**config.mk**
```make
export PLATFORM = sky130hd
export DESIGN_NAME = char_lcd_4bit_write_sequencer_core_flat
export DESIGN_NICKNAME = d
export VERILOG_FILES = /design/src/rtl/clcd_pkg.sv /design/src/rtl/clcd_in_if.sv /design/src/rtl/clcd_out_if.sv /design/src/rtl/clcd_cfg_if.sv /design/src/rtl/char_lcd_4bit_write_sequencer_core.sv /design/src/rtl/clcd_cfg_regs.sv /design/src/rtl/clcd_sat_acc.sv /design/src/rtl/clcd_seq.sv /design/src/flat_wrapper.sv
export SDC_FILE = /design/constraint.sdc
export NUM_CORES = 1
export LEC_CHECK = 0
export ABC_AREA = 1
export ABC_CLOCK_PERIOD_IN_PS = 3520
export BUFFER_PORTS_ARGS = -buffer_cell sky130_fd_sc_hd__buf_2
export CAP_MARGIN = 20
export CORE_MARGIN = 1
export CORE_UTILIZATION = 30
export CTS_BUF_LIST = sky130_fd_sc_hd__clkbuf_16
export DETAILED_ROUTE_END_ITERATION = 10
export HOLD_SLACK_MARGIN = 0.12
export PLACE_DENSITY = 0.48
export SYNTH_ARGS = -nofsm -noshare
export SYNTH_HDL_FRONTEND = slang
export SYNTH_SLANG_ARGS = --single-unit
```
**constraint.sdc**
```tcl
create_clock -name clk -period 3.52 [get_ports clk]
set_input_delay 0.176 -clock clk [delete_from_list [all_inputs] [get_ports clk]]
set_output_delay 0.176 -clock clk [all_outputs]
set_load 0.05 [all_outputs]
```
**src/rtl/clcd_pkg.sv**
```systemverilog
// shared types, constants and item script for the char lcd write sequencer
package clcd_pkg;

  // field widths
  localparam int CMD_W    = 2;
  localparam int BYTE_W   = 8;
  localparam int COL_W    = 6;
  localparam int NIB_W    = 4;
  localparam int REG_W    = 20;
  localparam int HOLD_W   = 21;
  localparam int CIDX_W   = 3;
  localparam int STEP_W   = 5;
  localparam int NTERMS   = 5;

  localparam logic [HOLD_W-1:0] HOLD_MAX = {HOLD_W{1'b1}};
  localparam logic [COL_W-1:0]  COL_MAX  = 6'd39;

  // register reset values
  localparam logic [REG_W-1:0] RST_PULSE_HOLD    = 20'd2000;
  localparam logic [REG_W-1:0] RST_BYTE_SETTLE   = 20'd10000;
  localparam logic [REG_W-1:0] RST_POWER_UP_WAIT = 20'd200000;
  localparam logic [REG_W-1:0] RST_LONG_WAIT     = 20'd80000;
  localparam logic [REG_W-1:0] RST_SHORT_WAIT    = 20'd20000;

  // request codes
  typedef enum logic [CMD_W-1:0] {
    CMD_INIT    = 2'd0,
    CMD_COMMAND = 2'd1,
    CMD_DATA    = 2'd2,
    CMD_CURSOR  = 2'd3
  } cmd_t;

  // configuration register indexes
  typedef enum logic [CIDX_W-1:0] {
    CFG_PULSE_HOLD    = 3'd0,
    CFG_BYTE_SETTLE   = 3'd1,
    CFG_POWER_UP_WAIT = 3'd2,
    CFG_LONG_WAIT     = 3'd3,
    CFG_SHORT_WAIT    = 3'd4
  } cfg_idx_t;

  // cursor address bases
  localparam logic [BYTE_W-1:0] CURSOR_LINE0 = 8'h80;
  localparam logic [BYTE_W-1:0] CURSOR_LINE1 = 8'hC0;

  // hold term bits: which registers sum into one item's hold
  localparam int TERM_P = 0;  // pulse_hold
  localparam int TERM_B = 1;  // byte_settle
  localparam int TERM_U = 2;  // power_up_wait
  localparam int TERM_L = 3;  // long_wait
  localparam int TERM_S = 4;  // short_wait

  localparam logic [NTERMS-1:0] M_P   = 5'b00001;
  localparam logic [NTERMS-1:0] M_PB  = 5'b00011;
  localparam logic [NTERMS-1:0] M_U   = 5'b00100;
  localparam logic [NTERMS-1:0] M_PL  = 5'b01001;
  localparam logic [NTERMS-1:0] M_PS  = 5'b10001;
  localparam logic [NTERMS-1:0] M_PBL = 5'b01011;

  typedef struct packed {
    logic [REG_W-1:0] pulse_hold;
    logic [REG_W-1:0] byte_settle;
    logic [REG_W-1:0] power_up_wait;
    logic [REG_W-1:0] long_wait;
    logic [REG_W-1:0] short_wait;
  } cfg_regs_t;

  typedef struct packed {
    logic              en;
    logic [NIB_W-1:0]  nib;
    logic [NTERMS-1:0] mask;
    logic              last;
  } item_desc_t;

  // accumulator control from sequencer to the shared adder
  typedef struct packed {
    logic clr;
    logic add;
  } acc_ctl_t;

  typedef enum logic [1:0] {
    ST_IDLE = 2'd0,
    ST_LOAD = 2'd1,
    ST_ACC  = 2'd2,
    ST_SHOW = 2'd3
  } seq_state_t;

  // init script: power-up wait, four nibbles, five command bytes
  function automatic item_desc_t init_item(input logic [STEP_W-1:0] step);
    item_desc_t d;
    d = '{en: 1'b0, nib: 4'h0, mask: M_P, last: 1'b0};
    unique case (step)
      5'd0:  d = '{1'b0, 4'h0, M_U,   1'b0};
      5'd1:  d = '{1'b1, 4'h3, M_P,   1'b0};
      5'd2:  d = '{1'b0, 4'h3, M_PL,  1'b0};
      5'd3:  d = '{1'b1, 4'h3, M_P,   1'b0};
      5'd4:  d = '{1'b0, 4'h3, M_PS,  1'b0};
      5'd5:  d = '{1'b1, 4'h3, M_P,   1'b0};
      5'd6:  d = '{1'b0, 4'h3, M_PS,  1'b0};
      5'd7:  d = '{1'b1, 4'h2, M_P,   1'b0};
      5'd8:  d = '{1'b0, 4'h2, M_PS,  1'b0};
      5'd9:  d = '{1'b1, 4'h2, M_P,   1'b0};
      5'd10: d = '{1'b0, 4'h2, M_P,   1'b0};
      5'd11: d = '{1'b1, 4'h8, M_P,   1'b0};
      5'd12: d = '{1'b0, 4'h8, M_PB,  1'b0};
      5'd13: d = '{1'b1, 4'h0, M_P,   1'b0};
      5'd14: d = '{1'b0, 4'h0, M_P,   1'b0};
      5'd15: d = '{1'b1, 4'h8, M_P,   1'b0};
      5'd16: d = '{1'b0, 4'h8, M_PB,  1'b0};
      5'd17: d = '{1'b1, 4'h0, M_P,   1'b0};
      5'd18: d = '{1'b0, 4'h0, M_P,   1'b0};
      5'd19: d = '{1'b1, 4'h1, M_P,   1'b0};
      5'd20: d = '{1'b0, 4'h1, M_PBL, 1'b0};
      5'd21: d = '{1'b1, 4'h0, M_P,   1'b0};
      5'd22: d = '{1'b0, 4'h0, M_P,   1'b0};
      5'd23: d = '{1'b1, 4'h6, M_P,   1'b0};
      5'd24: d = '{1'b0, 4'h6, M_PB,  1'b0};
      5'd25: d = '{1'b1, 4'h0, M_P,   1'b0};
      5'd26: d = '{1'b0, 4'h0, M_P,   1'b0};
      5'd27: d = '{1'b1, 4'hC, M_P,   1'b0};
      5'd28: d = '{1'b0, 4'hC, M_PB,  1'b1};
      default: d = '{1'b0, 4'h0, M_P, 1'b1};
    endcase
    return d;
  endfunction

  // single byte: high nibble pulse, then low nibble pulse plus settle
  function automatic item_desc_t byte_item(input logic [1:0] step,
                                           input logic [BYTE_W-1:0] b);
    item_desc_t d;
    d.en   = ~step[0];
    d.nib  = step[1] ? b[3:0] : b[7:4];
    d.mask = (step == 2'd3) ? M_PB : M_P;
    d.last = (step == 2'd3);
    return d;
  endfunction

endpackage

```
**src/rtl/clcd_in_if.sv**
```systemverilog
// request channel interface
interface clcd_in_if;
  logic                        valid;
  logic                        ready;
  logic [clcd_pkg::CMD_W-1:0]  cmd;
  logic [clcd_pkg::BYTE_W-1:0] value;
  logic                        row;
  logic [clcd_pkg::COL_W-1:0]  column;

  modport source (output valid, cmd, value, row, column, input ready);
  modport sink   (input valid, cmd, value, row, column, output ready);
endinterface

```
**src/rtl/clcd_out_if.sv**
```systemverilog
// pin-state result channel interface
interface clcd_out_if;
  logic                        valid;
  logic                        ready;
  logic                        reg_select;
  logic                        enable_pin;
  logic [clcd_pkg::NIB_W-1:0]  data_nibble;
  logic [clcd_pkg::HOLD_W-1:0] hold_count;
  logic                        last;

  modport source (output valid, reg_select, enable_pin, data_nibble, hold_count, last,
                  input ready);
  modport sink   (input valid, reg_select, enable_pin, data_nibble, hold_count, last,
                  output ready);
endinterface

```
**src/rtl/clcd_cfg_if.sv**
```systemverilog
// configuration write channel interface
interface clcd_cfg_if;
  logic                        valid;
  logic                        ready;
  logic [clcd_pkg::CIDX_W-1:0] index;
  logic [clcd_pkg::REG_W-1:0]  data;

  modport source (output valid, index, data, input ready);
  modport sink   (input valid, index, data, output ready);
endinterface

```
**src/rtl/char_lcd_4bit_write_sequencer_core.sv**
```systemverilog
// top level of the 4-bit character lcd write sequencer
// an item runs a load step, an adder step for each hold term and one more adder step,
// then holds its result word until taken; a byte request gives 4 words, init 29
// words; the request channel is ready again the cycle after the last word is taken
// synchronous active-low reset: sequencer idle, timing registers at their defaults
module char_lcd_4bit_write_sequencer_core (
  input  logic       clk,
  input  logic       rst_n,
  clcd_in_if.sink    in_ch,
  clcd_out_if.source out_ch,
  clcd_cfg_if.sink   cfg_ch
);
  import clcd_pkg::*;

  cfg_regs_t         regs;
  acc_ctl_t          acc_ctl;
  logic [REG_W-1:0]  acc_operand;
  logic [HOLD_W-1:0] acc;

  // configuration writes are always taken
  assign cfg_ch.ready = 1'b1;

  clcd_cfg_regs u_cfg (
    .clk      (clk),
    .rst_n    (rst_n),
    .wr_en    (cfg_ch.valid),
    .wr_index (cfg_ch.index),
    .wr_data  (cfg_ch.data),
    .regs     (regs)
  );

  clcd_sat_acc u_acc (
    .clk     (clk),
    .ctl     (acc_ctl),
    .operand (acc_operand),
    .acc     (acc)
  );

  clcd_seq u_seq (
    .clk             (clk),
    .rst_n           (rst_n),
    .in_valid        (in_ch.valid),
    .in_ready        (in_ch.ready),
    .in_cmd          (in_ch.cmd),
    .in_value        (in_ch.value),
    .in_row          (in_ch.row),
    .in_column       (in_ch.column),
    .regs            (regs),
    .acc_ctl         (acc_ctl),
    .acc_operand     (acc_operand),
    .out_valid       (out_ch.valid),
    .out_ready       (out_ch.ready),
    .out_reg_select  (out_ch.reg_select),
    .out_enable_pin  (out_ch.enable_pin),
    .out_data_nibble (out_ch.data_nibble),
    .out_last        (out_ch.last)
  );

  // hold comes straight from the accumulator, stable while the word waits
  assign out_ch.hold_count = acc;
endmodule

```
**src/rtl/clcd_cfg_regs.sv**
```systemverilog
// timing register file written through the configuration channel
module clcd_cfg_regs (
  input  logic                        clk,
  input  logic                        rst_n,
  input  logic                        wr_en,
  input  logic [clcd_pkg::CIDX_W-1:0] wr_index,
  input  logic [clcd_pkg::REG_W-1:0]  wr_data,
  output clcd_pkg::cfg_regs_t         regs
);
  import clcd_pkg::*;

  cfg_regs_t regs_r;
  cfg_regs_t regs_nxt;

  // decode the write, unknown indexes are dropped
  always_comb begin
    regs_nxt = regs_r;
    if (wr_en) begin
      unique case (wr_index)
        CFG_PULSE_HOLD:    regs_nxt.pulse_hold    = wr_data;
        CFG_BYTE_SETTLE:   regs_nxt.byte_settle   = wr_data;
        CFG_POWER_UP_WAIT: regs_nxt.power_up_wait = wr_data;
        CFG_LONG_WAIT:     regs_nxt.long_wait     = wr_data;
        CFG_SHORT_WAIT:    regs_nxt.short_wait    = wr_data;
        default:           regs_nxt = regs_r;
      endcase
    end
  end

  always_ff @(posedge clk) begin
    if (!rst_n) begin
      regs_r.pulse_hold    <= RST_PULSE_HOLD;
      regs_r.byte_settle   <= RST_BYTE_SETTLE;
      regs_r.power_up_wait <= RST_POWER_UP_WAIT;
      regs_r.long_wait     <= RST_LONG_WAIT;
      regs_r.short_wait    <= RST_SHORT_WAIT;
    end else begin
      regs_r <= regs_nxt;
    end
  end

  assign regs = regs_r;
endmodule

```
**src/rtl/clcd_sat_acc.sv**
```systemverilog
// shared saturating hold accumulator, one term added per cycle while add is set
module clcd_sat_acc (
  input  logic                        clk,
  input  clcd_pkg::acc_ctl_t          ctl,
  input  logic [clcd_pkg::REG_W-1:0]  operand,
  output logic [clcd_pkg::HOLD_W-1:0] acc
);
  import clcd_pkg::*;

  logic [HOLD_W-1:0] acc_r;
  logic [HOLD_W-1:0] acc_nxt;
  logic [HOLD_W:0]   sum;

  // add with clamp at the hold field maximum
  always_comb begin
    sum     = {1'b0, acc_r} + {{(HOLD_W+1-REG_W){1'b0}}, operand};
    acc_nxt = acc_r;
    if (ctl.clr) begin
      acc_nxt = '0;
    end else if (ctl.add) begin
      acc_nxt = sum[HOLD_W] ? HOLD_MAX : sum[HOLD_W-1:0];
    end
  end

  always_ff @(posedge clk) begin
    acc_r <= acc_nxt;
  end

  assign acc = acc_r;
endmodule

```
**src/rtl/clcd_seq.sv**
```systemverilog
// item sequencer: walks the script, feeds the adder, holds the result word
module clcd_seq (
  input  logic                        clk,
  input  logic                        rst_n,
  input  logic                        in_valid,
  output logic                        in_ready,
  input  logic [clcd_pkg::CMD_W-1:0]  in_cmd,
  input  logic [clcd_pkg::BYTE_W-1:0] in_value,
  input  logic                        in_row,
  input  logic [clcd_pkg::COL_W-1:0]  in_column,
  input  clcd_pkg::cfg_regs_t         regs,
  output clcd_pkg::acc_ctl_t          acc_ctl,
  output logic [clcd_pkg::REG_W-1:0]  acc_operand,
  output logic                        out_valid,
  input  logic                        out_ready,
  output logic                        out_reg_select,
  output logic                        out_enable_pin,
  output logic [clcd_pkg::NIB_W-1:0]  out_data_nibble,
  output logic                        out_last
);
  import clcd_pkg::*;

  seq_state_t        state_r, state_nxt;
  logic [STEP_W-1:0] step_r, step_nxt;
  logic              init_r, init_nxt;
  logic              rs_r, rs_nxt;
  logic [BYTE_W-1:0] byte_r, byte_nxt;
  logic [NTERMS-1:0] mask_r, mask_nxt;
  logic              en_r, en_nxt;
  logic [NIB_W-1:0]  nib_r, nib_nxt;
  logic              last_r, last_nxt;

  item_desc_t        desc;
  logic [COL_W-1:0]  col_clamp;
  logic [BYTE_W-1:0] cursor_byte;

  // cursor address, column clamped to the last column of a line
  always_comb begin
    col_clamp   = (in_column > COL_MAX) ? COL_MAX : in_column;
    cursor_byte = (in_row ? CURSOR_LINE1 : CURSOR_LINE0) | {2'b00, col_clamp};
  end

  // item descriptor for the current step
  always_comb begin
    if (init_r) begin
      desc = init_item(step_r);
    end else begin
      desc = byte_item(step_r[1:0], byte_r);
    end
  end

  // next state and controls
  always_comb begin
    state_nxt   = state_r;
    step_nxt    = step_r;
    init_nxt    = init_r;
    rs_nxt      = rs_r;
    byte_nxt    = byte_r;
    mask_nxt    = mask_r;
    en_nxt      = en_r;
    nib_nxt     = nib_r;
    last_nxt    = last_r;
    acc_ctl     = '{clr: 1'b0, add: 1'b0};
    acc_operand = '0;
    in_ready    = 1'b0;
    out_valid   = 1'b0;

    unique case (state_r)
      ST_IDLE: begin
        in_ready = 1'b1;
        if (in_valid) begin
          step_nxt  = '0;
          init_nxt  = (in_cmd == CMD_INIT);
          rs_nxt    = (in_cmd == CMD_DATA);
          byte_nxt  = (in_cmd == CMD_CURSOR) ? cursor_byte : in_value;
          state_nxt = ST_LOAD;
        end
      end
      ST_LOAD: begin
        mask_nxt    = desc.mask;
        en_nxt      = desc.en;
        nib_nxt     = desc.nib;
        last_nxt    = desc.last;
        acc_ctl.clr = 1'b1;
        state_nxt   = ST_ACC;
      end
      ST_ACC: begin
        // lowest pending term goes through the adder
        acc_ctl.add = (mask_r != '0);
        priority if (mask_r[TERM_P]) begin
          acc_operand      = regs.pulse_hold;
          mask_nxt[TERM_P] = 1'b0;
        end else if (mask_r[TERM_B]) begin
          acc_operand      = regs.byte_settle;
          mask_nxt[TERM_B] = 1'b0;
        end else if (mask_r[TERM_U]) begin
          acc_operand      = regs.power_up_wait;
          mask_nxt[TERM_U] = 1'b0;
        end else if (mask_r[TERM_L]) begin
          acc_operand      = regs.long_wait;
          mask_nxt[TERM_L] = 1'b0;
        end else if (mask_r[TERM_S]) begin
          acc_operand      = regs.short_wait;
          mask_nxt[TERM_S] = 1'b0;
        end else begin
          state_nxt = ST_SHOW;
        end
      end
      ST_SHOW: begin
        out_valid = 1'b1;
        if (out_ready) begin
          if (last_r) begin
            state_nxt = ST_IDLE;
          end else begin
            step_nxt  = step_r + 1'b1;
            state_nxt = ST_LOAD;
          end
        end
      end
      default: state_nxt = ST_IDLE;
    endcase
  end

  always_ff @(posedge clk) begin
    if (!rst_n) begin
      state_r <= ST_IDLE;
    end else begin
      state_r <= state_nxt;
    end
  end

  // request and item registers
  always_ff @(posedge clk) begin
    step_r <= step_nxt;
    init_r <= init_nxt;
    rs_r   <= rs_nxt;
    byte_r <= byte_nxt;
    mask_r <= mask_nxt;
    en_r   <= en_nxt;
    nib_r  <= nib_nxt;
    last_r <= last_nxt;
  end

  assign out_reg_select  = rs_r;
  assign out_enable_pin  = en_r;
  assign out_data_nibble = nib_r;
  assign out_last        = last_r;
endmodule

```
**src/flat_wrapper.sv**
```systemverilog
// flat-port wrapper written by rule: the top's interface ports become plain ports
module char_lcd_4bit_write_sequencer_core_flat import clcd_pkg::*;
  (clk, rst_n, in_ch_valid, in_ch_cmd, in_ch_value, in_ch_row, in_ch_column, in_ch_ready, out_ch_valid, out_ch_reg_select, out_ch_enable_pin, out_ch_data_nibble, out_ch_hold_count, out_ch_last, out_ch_ready, cfg_ch_valid, cfg_ch_index, cfg_ch_data, cfg_ch_ready);
  clcd_in_if in_ch_i ();
  clcd_out_if out_ch_i ();
  clcd_cfg_if cfg_ch_i ();
  input  logic clk;
  input  logic rst_n;
  input wire logic [$bits(in_ch_i.valid)-1:0] in_ch_valid;
  input wire logic [$bits(in_ch_i.cmd)-1:0] in_ch_cmd;
  input wire logic [$bits(in_ch_i.value)-1:0] in_ch_value;
  input wire logic [$bits(in_ch_i.row)-1:0] in_ch_row;
  input wire logic [$bits(in_ch_i.column)-1:0] in_ch_column;
  output wire logic [$bits(in_ch_i.ready)-1:0] in_ch_ready;
  output wire logic [$bits(out_ch_i.valid)-1:0] out_ch_valid;
  output wire logic [$bits(out_ch_i.reg_select)-1:0] out_ch_reg_select;
  output wire logic [$bits(out_ch_i.enable_pin)-1:0] out_ch_enable_pin;
  output wire logic [$bits(out_ch_i.data_nibble)-1:0] out_ch_data_nibble;
  output wire logic [$bits(out_ch_i.hold_count)-1:0] out_ch_hold_count;
  output wire logic [$bits(out_ch_i.last)-1:0] out_ch_last;
  input wire logic [$bits(out_ch_i.ready)-1:0] out_ch_ready;
  input wire logic [$bits(cfg_ch_i.valid)-1:0] cfg_ch_valid;
  input wire logic [$bits(cfg_ch_i.index)-1:0] cfg_ch_index;
  input wire logic [$bits(cfg_ch_i.data)-1:0] cfg_ch_data;
  output wire logic [$bits(cfg_ch_i.ready)-1:0] cfg_ch_ready;
  assign in_ch_i.valid = in_ch_valid;
  assign in_ch_i.cmd = in_ch_cmd;
  assign in_ch_i.value = in_ch_value;
  assign in_ch_i.row = in_ch_row;
  assign in_ch_i.column = in_ch_column;
  assign in_ch_ready = in_ch_i.ready;
  assign out_ch_valid = out_ch_i.valid;
  assign out_ch_reg_select = out_ch_i.reg_select;
  assign out_ch_enable_pin = out_ch_i.enable_pin;
  assign out_ch_data_nibble = out_ch_i.data_nibble;
  assign out_ch_hold_count = out_ch_i.hold_count;
  assign out_ch_last = out_ch_i.last;
  assign out_ch_i.ready = out_ch_ready;
  assign cfg_ch_i.valid = cfg_ch_valid;
  assign cfg_ch_i.index = cfg_ch_index;
  assign cfg_ch_i.data = cfg_ch_data;
  assign cfg_ch_ready = cfg_ch_i.ready;
  char_lcd_4bit_write_sequencer_core u_core (.clk(clk), .rst_n(rst_n), .in_ch(in_ch_i), .out_ch(out_ch_i), .cfg_ch(cfg_ch_i));
endmodule
```
==> Word level (Yosys, flattened, before mapping) <==
Memories as Yosys holds them, arrays and structs flattened. A register that Yosys moved wholly into a read port is not among the register bits.
Index checks and enable logic that the tools add are counted.
{ "totals": {"register_bits": 149, "mem_bits_ro": 352, "mem_count": 1, "output_inout_bits": 31} }
{ "classes": {"add_sub_neg": 2, "n_lt_le_gt_ge": 1, "n_eq_ne": 18, "reduce_logical": 18, "bitwise": 2, "n_mux": 36} }
{ "memory_table": {"columns": ["name", "depth", "width", "rd", "rd_clocked_by_memory_dff", "write_ports", "line_no", "text"], "rows": [
  ["(name not given)", 32, 11, 1, 1, 0, "clcd_pkg.sv:92", "unique case (step)"]
]} }
{ "ops": {"columns": ["op", "count"], "rows": [
  ["$mux 20", 6],
  ["$add 21x20->22", 1],
  ["$mux 21", 1],
  ["$mux 5", 4],
  ["$pmux 5 s2", 2],
  ["$mux 2", 9],
  ["$ne 2x2->1 const B", 8],
  ["$reduce_and 2->1", 7],
  ["$mux 11", 1],
  ["$eq 2x2->1 const B", 5],
  ["$mux 4", 2],
  ["$mux 8", 1],
  ["$or 8x6->8", 1],
  ["$pmux 2 s4", 1],
  ["$reduce_and 4->1", 2],
  ["$mux 7", 1],
  ["$reduce_and 7->1", 1],
  ["$eq 3x2->1 const B", 2],
  ["$gt 6x6->1 const B", 1],
  ["$mux 1", 6],
  ["$mux 6", 1],
  ["$add 5x1->5 const B", 1],
  ["$reduce_and 5->1", 1],
  ["$reduce_bool 5->1", 1],
  ["9 further kinds", 11]
]} }

==> Logic depth before layout (Yosys ltp) <==
{ "logic_depth": {"ltp_word": 8, "depth_mapped": 24} }

==> Modules after synthesis <==
From an unflattened synthesis, not the netlist that was laid out.
{ "unflattened": {"hier_cells": 1279, "hier_area_um2": 8922.3} }
{ "modules_own_cells": {"columns": ["mod", "seq_area_each_um2", "area_per_inst_um2", "instances", "cells_per_inst"], "rows": [
  ["clcd_cfg_regs", 2001.9, 3875.0, 1, 553],
  ["clcd_seq", 1041.0, 3046.7, 1, 414],
  ["clcd_sat_acc", 420.4, 1989.4, 1, 310],
  ["char_lcd_4bit_write_sequencer_core", 0.0, 11.3, 1, 2]
]} }

==> Least setup slack after synthesis <==
OpenSTA, ideal clock, no wires.
{ "synth_timing": {"path_type": "reg-to-reg", "start": "register u_core.u_seq.state_r[0]", "end": "register u_core.u_acc.acc_r[4], in the netlist u_core.u_acc.acc[4]", "period_less_slack_ns": 2.938, "stages_incl_launch_ff": 17, "arrival_time_ns": 2.825, "n_path_buf": 3, "path_slack_ns": 0.582, "cell_sequence": "dfxtp_1 > inv_1 > ha_1 > buf_2 > inv_1 > nor2_1 > clkbuf_1 > o21ai_0 > a22oi_1 > ha_1 > a21oi_1 > o21ai_0 > a21oi_1 > nand4_4 > buf_6 > o21bai_1 > inv_1"} }
{ "synth_between": {"elab_chain_len": 4, "elab_cells_between_ends": 7, "cone_classes": "1 x add/sub; 2 x eq/ne; 4 x mux"} }
{ "synth_lines": {"columns": ["item", "line_no", "text"], "rows": [
  ["start: declaration", "clcd_seq.sv:23", "seq_state_t state_r, state_nxt;"],
  ["start signal: assignment", "clcd_seq.sv:128", "state_r <= state_nxt;"],
  ["$eq 2x2->1", "clcd_seq.sv:68", "unique case (state_r)"],
  ["$mux 20", "clcd_seq.sv:68", null],
  ["$add 21x20->22", "clcd_sat_acc.sv:16", "sum = {1'b0, acc_r} + {{(HOLD_W+1-REG_W){1'b0}}, operand};"],
  ["$mux 21", "clcd_sat_acc.sv:21", "acc_nxt = sum[HOLD_W] ? HOLD_MAX : sum[HOLD_W-1:0];"],
  ["end signal: assignment", "clcd_sat_acc.sv:26", "acc_r <= acc_nxt;"],
  ["end: declaration", "clcd_sat_acc.sv:10", "logic [HOLD_W-1:0] acc_r;"]
]} }
Several ways; a longest one is shown, not always the timed one.
A chain may end at the register's enable or synchronous reset.

==> Final worst setup path <==
{ "layout_timing": {"start": "register u_core.u_seq.state_r[0]", "end": "register u_core.u_acc.acc_r[20], in the netlist u_core.u_acc.acc[20]"} }
Same word-level chain as after synthesis.

==> out/qor.yml <==
hold_path:
  hold_class: "in -> reg"
  hp-start: "cfg_ch_index[0]"
sta:
  rsz0062_at_grt: "false"
  setup_violations: 0
  maxSlewHeadroom_pct: 38.44
  finalCritPeriodShare_pct: 90.91
  hold_viol: 0
  period_needed_ps: 3200
  fin_skew_ps: 15.59
  setup_slack_ps: 320.1
  tightestPinTransition_ps: 923.4
  holdWs_ps: 280.5
  drv_slew: 0
  fin_setup_tns_ps: 0
  fmax_mhz: 312.5
pwr:
  p_int_mw: 4.448
  vdd_drop_max_v: 0.0004186
  power_switching_mw: 3.693
  powerDensity_nw_per_um2: 818.9
  switching_share_pct: 45.36
  p_clk_share_pct: 23.2
  cellLeakagePower_nw: 4.692
  p_comb_share_pct: 46.2
  total_power_mw: 8.140
  seqPwrFrac_pct: 30.5
cells_and_area:
  syn2layout_area_growth_pct: 21.95
  diodes: 0
  nets: 1337
  stdcell_count: 1611
  layout-drive-gt1-share_pct: 11.60
  stdcell_area_sq_um: 9941
  post-route-util_pct: 37.72
place:
  gp_congestion: 0.8331
  post-place-ws_ps: 209.8
  dpl.hpwl_um: 17020
  placed_area_sq_um: 8926
  io_buffer_count: 74
  placed_cells: 1539
flow_run:
  maxCapViolCount: 0
worst_setup_path:
  startpoint_type: "flop"
  cp.required_ps: 3890
  crit_top_cell: "nand2_1"
  crit_arrival_ps: 3570
  crit_fanout: 18
  cp_num_buf_inv: 6
  max_stage_delay_ps: 410
  worstPathCellList: "inv_1 -> ha_1 -> buf_4 -> nand2_1 -> clkinv_1 -> buf_4 -> nand2_1 -> a22oi_1 -> ha_1 -> nand2_1 -> nor2_1 -> inv_1 -> nor3_1 -> nand3_1 -> nand3_1 -> nand2_1 -> nand3_1 -> nand2_1 -> inv_1"
  crit_slowest_cell: "ha_1"
  startpoint: "u_core.u_seq.state_r[0]$_SDFFE_PN0P_"
  reg2reg_from: "u_core.u_seq.state_r[0]$_SDFFE_PN0P_"
  end_kind: "flop"
  path_delay_family: "simple AND/OR/NAND/NOR gates"
  worst-setup-path-type: "reg -> reg"
logic_synthesis:
  synth_area_leaders: "dfxtp_1 33%, nand2_1 11%, nor2_1 11%, edfxtp_1 9.6%, o21ai_0 9.0%"
  syn_inst: 1160
  yosysMostFrequentCell: "nand2_1"
  ys_warn_count: 0
  muxShareOfSynthArea_pct: 0
  synth_simple_gate_area_share_pct: 27.57
  syn-cell-area_sq_um: 8152
  synth-compound-area-share_pct: 16.98
  syn_nets: 1234
  synthFlopType: "dfxtp_1"
  yosysSeqAreaShare_pct: 42.49
  synth_edf_count: 26
  netlist.area_leader.share_pct: 32.91
  synth_fa_ha_area_share_pct: 4.543
  synth_top_family_by_area: "simple AND/OR/NAND/NOR gates"
  ys_async_sr_fraction_pct: 0
  synthTopCellsByCount: "240 x nand2_1, 235 x nor2_1, 146 x o21ai_0"
  synth-xor-area-share_pct: 1.182
  ys_ff_latch: 160
  yosys.area.top_type: "dfxtp_1"
  synth_area_per_cell_sq_um: 7.027
  ys_types: 42
floorplan:
  core_area_sq_um: 26350
  row_count: 59
  die_h_um: 166.8
  start_util_pct: 30.93
  die_w_um: 166.8
  fp.dieArea_sq_um: 27840
  ioPinCount: 76
clock_network:
  clkLatencyLatePin_ps: 430
  cts_buffer_depth: 2
  cts_sinks: 160
  ctsHtreeMaxLevel: 4
  numCtsBuffers: 17
  cts_tree: "built"
  cts-root-buf: "clkbuf_16"
  clkTransAtPathRegs_ps: 70
global_route:
  grt_pass1_wl_um: 39240
  antenna_found_initial: 0
  first_global_vias: 7406
  grt_max_degree: 53
  grt_use_total_pct: 17.80
  grt_overflow: 0
routing:
  antenna_left: 0
  wl_um: 24220
  routedWlPerCell_um: 15.03
  dr.first_iter.drc_count: 426
  drc_errors: 0
  dr.pass1.iters: 5
  vias: 7646
  vias_per_cell: 4.746
run_status:
  outcome: "finished clean"
[sequential cells by signal, indices dropped and copies added (netlist names), named ones only]
signal                        flops
u_core.u_acc.acc                 21
u_core.u_cfg.regs               100
u_core.u_seq.byte_r               8
u_core.u_seq.init_r               1
u_core.u_seq.mask_r               5
u_core.u_seq.out_data_nibble      4
u_core.u_seq.out_enable_pin       1
u_core.u_seq.out_last             1
u_core.u_seq.out_reg_select       1
u_core.u_seq.state_r              2
u_core.u_seq.step_r               5
[kinds of logic (layout without fill, tap and decap cells)]
logic type               after synthesis  after routing
adder cells (fa/ha/maj)               29             29
XOR/XNOR                              11             11
buffers and inverters                152            268
AO/OA/AOI/OAI                        247            247
AND/OR/NAND/NOR                      560            560
other                                  1              1
flip-flops                           160            160
[cell type report]
cell class	count	area [sq um]
clock buffers	19	475.5
clock inverters	13	131.4
fillers	2782	16410
inverters	101	379.1
multi-input cells	848	4111
flip-flops and latches	160	3463
well taps	335	419.2
repair buffers	135	960.9
[power by group through the flow]
stage | combinational (mW) | sequential [mW] | clock [mW]
after floorplan | 2.24 | 2.93 | 0
after global placement | 3.73 | 2.54 | 0
after detailed placement | 3.72 | 2.53 | 0
after global routing | 4.21 | 2.53 | 2.02
after CTS | 3.77 | 2.50 | 1.95
final | 3.76 | 2.49 | 1.89
[path summary, 6_finish.rpt]
kind              cells past startpoint  slack (ps)                                  to
setup / recovery                     19         320   u_core.u_acc.acc[20]$_SDFFE_PP0P_
hold reg to reg                       2         460  u_core.u_cfg.regs[69]$_SDFFE_PN1P_
hold / removal                        5         280  u_core.u_cfg.regs[56]$_SDFFE_PN1P_
setup reg to reg                     19         320   u_core.u_acc.acc[20]$_SDFFE_PP0P_
[repair_timing]
action                                 4_1_cts  5_1_grt
resized for setup                            0        0
hold buffers                                38        0
endpoints found under the hold margin      105        0
setup endpoints to repair                    0       10
buffers inserted                             0        2
[cell usage in the layout (no fill, tap or decap), types with 7 or more instances in the layout]
cell type,count
a21oi_1,49
a22oi_1,23
buf_2,74
buf_4,20
clkbuf_16,19
dfxtp_1,134
dlygate4sd3_1,38
edfxtp_1,26
ha_1,28
inv_1,97
inv_6,7
nand2_1,240
nand3_1,59
nor2_1,235
nor3_1,8
o21ai_0,146
xor2_1,8
[per-layer routing]
metal,vias up,global-route usage [%],share of wire (%)
li1,3994,-,-
met4,0,4.589,1.1
met2,140,31.11,49
met3,12,3.066,3.2
met5,-,0,0
met1,3500,22.50,46
[worst register-to-register path: cells and delay by family (launching register included)]
kind	cells	cell delay (ps)
fa+ha+maj	2	630
buf+inv	6	690
flops	1	380
simple gates	10	1340
compound gates	1	110
Power figures use the tool's default switching activity.
